## src/mi3_pkg.sv

```systemverilog
// Shared types, constants and helpers for the 3x3 / 2x2 matrix inverse pipeline.
// No dependencies; every other file except mi3_if imports this package.
package mi3_pkg;

  localparam int SW   = 64;
  localparam int LIMB = 32;
  localparam int QW   = 62;

  typedef logic signed [SW-1:0] sw_t;
  typedef logic [3:0]           eidx_t;

  localparam sw_t CLAMP_MAX = 64'sh3FFF_FFFF_FFFF_FFFF;
  localparam sw_t CLAMP_MIN = 64'shC000_0000_0000_0000;

  // Element indices (row * 3 + column) of a*b - c*d for each adjugate entry.
  localparam eidx_t MINOR_IDX [9][4] = '{
    '{4'd4, 4'd8, 4'd7, 4'd5},
    '{4'd1, 4'd8, 4'd7, 4'd2},
    '{4'd1, 4'd5, 4'd4, 4'd2},
    '{4'd3, 4'd8, 4'd6, 4'd5},
    '{4'd0, 4'd8, 4'd6, 4'd2},
    '{4'd0, 4'd5, 4'd3, 4'd2},
    '{4'd3, 4'd7, 4'd6, 4'd4},
    '{4'd0, 4'd7, 4'd6, 4'd1},
    '{4'd0, 4'd4, 4'd3, 4'd1}
  };

  // Adjugate entries that take the negated minor.
  localparam logic [8:0] COF_NEG  = 9'b010101010;
  // Entries that are live in 2x2 mode.
  localparam logic [8:0] LANE_2X2 = 9'b000011011;

  typedef struct packed {
    logic      func;
    sw_t [8:0] cof;
    sw_t       det2;
    sw_t       part;
  } ctx_t;

  function automatic sw_t clamp62(input sw_t v);
    sw_t r;
    if (v > CLAMP_MAX) begin
      r = CLAMP_MAX;
    end else if (v < CLAMP_MIN) begin
      r = CLAMP_MIN;
    end else begin
      r = v;
    end
    return r;
  endfunction

endpackage

```

## src/mi3_mulq.sv

```systemverilog
// Three-stage signed fixed-point multiply: floor(a*b / 2^FRAC) clamped to 63-bit range.
// Depends on mi3_pkg. Wide operands are split into 32-bit limbs.
module mi3_mulq
  import mi3_pkg::*;
#(
  parameter int AW   = 32,
  parameter int BW   = 32,
  parameter int FRAC = 16
) (
  input  logic                 clk,
  input  logic [2:0]           en,
  input  logic signed [AW-1:0] a,
  input  logic signed [BW-1:0] b,
  output sw_t                  q
);

  localparam int NA  = (AW + LIMB - 1) / LIMB;
  localparam int NB  = (BW + LIMB - 1) / LIMB;
  localparam int PW0 = (NA + NB) * LIMB;
  localparam int PW  = (PW0 > FRAC + QW + 1) ? PW0 : FRAC + QW + 1;

  logic signed [AW:0]     ax, amag;
  logic signed [BW:0]     bx, bmag;
  logic [NA*LIMB-1:0]     ma;
  logic [NB*LIMB-1:0]     mb;
  logic [2*LIMB-1:0]      pp [NA][NB];
  logic                   neg1, neg2;
  logic [PW-1:0]          sum, p;
  logic                   sat, rem;
  logic [QW-1:0]          qm;

  always_comb begin
    ax   = {a[AW-1], a};
    bx   = {b[BW-1], b};
    amag = ax[AW] ? -ax : ax;
    bmag = bx[BW] ? -bx : bx;
    ma   = (NA*LIMB)'($unsigned(amag));
    mb   = (NB*LIMB)'($unsigned(bmag));
  end

  always_ff @(posedge clk) begin
    if (en[0]) begin
      for (int i = 0; i < NA; i++) begin
        for (int j = 0; j < NB; j++) begin
          pp[i][j] <= (2*LIMB)'(ma[i*LIMB +: LIMB]) * (2*LIMB)'(mb[j*LIMB +: LIMB]);
        end
      end
      neg1 <= a[AW-1] ^ b[BW-1];
    end
  end

  always_comb begin
    sum = '0;
    for (int i = 0; i < NA; i++) begin
      for (int j = 0; j < NB; j++) begin
        sum = sum + (PW'(pp[i][j]) << (LIMB * (i + j)));
      end
    end
  end

  always_ff @(posedge clk) begin
    if (en[1]) begin
      p    <= sum;
      neg2 <= neg1;
    end
  end

  always_comb begin
    sat = |p[PW-1:FRAC+QW];
    qm  = p[FRAC+QW-1:FRAC];
    rem = |p[FRAC-1:0];
  end

  // Negative products round toward minus infinity, so a nonzero remainder adds one.
  always_ff @(posedge clk) begin
    if (en[2]) begin
      if (sat) begin
        q <= neg2 ? CLAMP_MIN : CLAMP_MAX;
      end else if (neg2) begin
        q <= -(sw_t'({2'b00, qm}) + sw_t'({63'b0, rem}));
      end else begin
        q <= sw_t'({2'b00, qm});
      end
    end
  end

endmodule

```

## config.mk

```make
export PLATFORM = sky130hd
export DESIGN_NAME = mi3_mulq
export DESIGN_NICKNAME = d
export VERILOG_FILES = /design/src/mi3_pkg.sv /design/src/mi3_mulq.sv
export SDC_FILE = /design/constraint.sdc
export NUM_CORES = 2
export LEC_CHECK = 0
export BUFFER_PORTS_ARGS = -buffer_cell sky130_fd_sc_hd__buf_2
export CORE_ASPECT_RATIO = 0.8
export CORE_MARGIN = 2
export CORE_UTILIZATION = 65
export CTS_BUF_LIST = sky130_fd_sc_hd__clkbuf_2
export DETAILED_ROUTE_END_ITERATION = 8
export PLACE_DENSITY = 0.83
export SLEW_MARGIN = 20
export SYNTH_ARGS = -nofsm -noshare
export SYNTH_HDL_FRONTEND = slang
export SYNTH_SLANG_ARGS = --single-unit
```

## constraint.sdc

```tcl
create_clock -name clk -period 20.3 [get_ports clk]
set_input_delay 0 -clock clk [delete_from_list [all_inputs] [get_ports clk]]
set_output_delay 0 -clock clk [all_outputs]
set_load 0.02 [all_outputs]
```

==> impl_metrics.csv <==
group,metric,value,unit
run_status,status,"finished clean",
final_layout,seqCellArea,5826,sq um
critical_path,crit_type,"in2reg",
critical_path,path_common_cell,"fa_1",
die,io_pins,132,
critical_path,rrSetupSlack,14.90,ns
critical_path,end_kind,"register",
logic_synthesis,syn_area,43130,sq um
critical_path,critPathArrivalTime,10.85,ns
cts,post_cts_resized,0,
logic_synthesis,synth_largest_area_cell,"fa_1",
critical_path,critPathTopFamily,"adder cells",
logic_synthesis,ys_seq_elements,194,
logic_synthesis,synthesis.nets,5944,
drt,finalWirelength,128300,um
final_layout,finalNetCount,6010,
placed_design,gp_congestion,1.016,
cts,cts_buffer_depth,2,
worst_hold_path,whs_endpoint,"pp[0][2]",
worst_hold_path,hp-start,"a[2]",
cts,clk_pin_slew,0.38,ns
sta,fin_worst_skew,0.08786,ns
critical_path,critPathBufInv,7,
sta,fin_crit_sh,50.32,%
run,drv_cap,0,
logic_synthesis,yosys_warnings,0,
cts,cts.htree.levels,4,
die,num_rows,84,
critical_path,cp_max_fo,22,
sta,drv_slew,0,
logic_synthesis,synth_most_common_cell,"inv_1",
drt,routedWlPerCell,22.89,um
logic_synthesis,synth_cell_type_count,87,
placed_design,portBuffers,131,
drt,vias_per_cell,6.074,
logic_synthesis,synthArstFlopShare,0,%
global_route,grt_pass1_wl,197400,um
die,core,65690,sq um
global_route,grt_max_degree,85,
logic_synthesis,syn-mean-instance-area,9.247,sq um
final_layout,area_delta_synth_final,5.767,%
worst_hold_path,worstHoldPathCells,6,
sta,setup_violations,0,
drt,vias,34040,
sta,worstMarginPinSlew,1.151,ns
final_layout,drive_gt1_share,7.548,%
sta,fin_crit,10.22,ns
cts,root_buffer,"clkbuf_2",
logic_synthesis,ys_top_cells_by_count,"960 x inv_1, 896 x fa_1, 644 x nor2_1",
logic_synthesis,syn_inst,4664,
critical_path,crit_required,20.93,ns
cts,cts_setup_buffers,0,
critical_path,regToRegEndpoint,"q[62]",
critical_path,reg2regPathDepth,13,
drt,postRouteAntennaNets,0,
sta,slew_headroom,21.28,%
cts,cts.sinks,194,
logic_synthesis,synth_top_area_share,41.59,%
logic_synthesis,ys_seq_area_share,13.51,%
logic_synthesis,synth_area_leaders,"fa_1 42%, edfxtp_1 14%, ha_1 9.2%, inv_1 8.4%, nor2_1 5.6%",
cts,tritoncts,"yes",
drt,drtPass1Iterations,6,
sta,max_freq,97.89,MHz
die,die_w,292.0,um
critical_path,start_kind,"primary input",
cts,clk_latency,0.87,ns
final_layout,n_fill_cell,4991,
die,start_util,65.66,%
worst_hold_path,hold_class,"in2reg",
critical_path,slowest_delay,0.87,ns
global_route,antenna_found_initial,4,
cts,cts_buffers,17,
die,die_h,234.4,um
drt,drt_iter0_markers,3778,
global_route,grt.total_usage,38.51,%
die,die-area,68440,sq um
logic_synthesis,synth_top_flop_cell,"edfxtp_1",
logic_synthesis,synth-edff-count,194,
global_route,grt_pass1_vias,34530,
cts,ctsHoldBuffers,6,
sta,hold_viol,0,
global_route,grt_overflow,0,
critical_path,critPathSlowestCell,"xor2_2",
sta,rsz0062_at_grt,"no",
final_layout,multiInputGateArea,33280,sq um
placed_design,hpwlAfterDp,99840,um
drt,drc,0,
critical_path,rr_startpoint,"p[2]",
sta,tns,0,ns
worst max-delay path by stage:
stage | start | end | slack (ns) | cells past startpoint
6_report | b[0] | pp[0][62] | 10.08 | 30
2_1_floorplan | a[0] | pp[0][55] | 11.33 | 32
5_1_grt | a[1] | pp[0][60] | 9.90 | 34
4_1_cts | a[0] | pp[0][55] | 10.52 | 29
3_5_place_dp | a[0] | pp[0][55] | 9.59 | 30
3_3_place_gp | a[0] | pp[0][57] | 9.47 | 29
layer usage:
layer / track usage (%) / vias to the layer above / part of all wire [%]
li1: - / 14390 / -
met1: 50.49 / 16700 / 36
met2: 57.08 / 2414 / 43
met3: 13.45 / 528 / 15
met4: 19.78 / 8 / 6.2
met5: 1.324 / - / 0.12
through the flow:
stage | setup slack, ns | instances | instance area, sq um | hold slack (ns) | util, %
after detailed placement | 9.594 | 5565 | 45290 | 0.4045 | 68.95
final | 10.08 | 5605 | 45620 | 0.1155 | 69.45
after floorplan | 11.33 | 4664 | 43130 | 0.1125 | -
after global placement | 9.467 | 5565 | 45290 | 0.4010 | 68.95
after global routing | 9.895 | 5604 | 45620 | 0.02604 | 69.44
after CTS | 10.52 | 5603 | 45600 | 0.01493 | 69.42
placed cells by master (no fill, tap or decap), drive strengths merged, types with 22 or more instances in the layout:
cell type  count
inv          971
fa           896
nor2         650
nand2        550
ha           316
buf          245
edfxtp       194
a21oi        128
xnor2        119
o21ai        109
xor2          93
a21o          48
nand4         30
nand3         26
a211oi        23
nand2b        22
flip-flops by register name (all words and copies together) (netlist names):
register,flops
p,64
pp,64
q,64
neg1,1
neg2,1
area by class of cell:
class / instances / share of cell area (%)
diodes: 2 / 0.01097
clock buffers: 17 / 0.1865
clock inverters: 15 / 0.3538
inverters: 962 / 7.916
multi-input cells: 3304 / 72.96
flip-flops and latches: 194 / 12.77
well taps: 860 / 2.359
repair buffers: 251 / 3.445
cells by family (layout without fill, tap and decap cells):
kind of cell	Yosys count	count (layout)	synth area share, %
compound gates	459	459	7.052
buf+inv	1166	1245	10.26
fa+ha+maj	1212	1212	50.76
other cells	0	2	0
mux	13	13	0.3046
flops	194	194	13.51
simple gates	1408	1408	13.68
xor+xnor	212	212	4.436
worst min-delay path, cell delays in order:
cell	delay (ns)
buf_2	0.13
xor2_1	0.13
buf_4	0.23
nor2_1	0.15
ha_1	0.14
ha_1	0.13
Power is not shown: default switching activity piles up to over one toggle a cycle in this logic, so the estimate is an artifact.
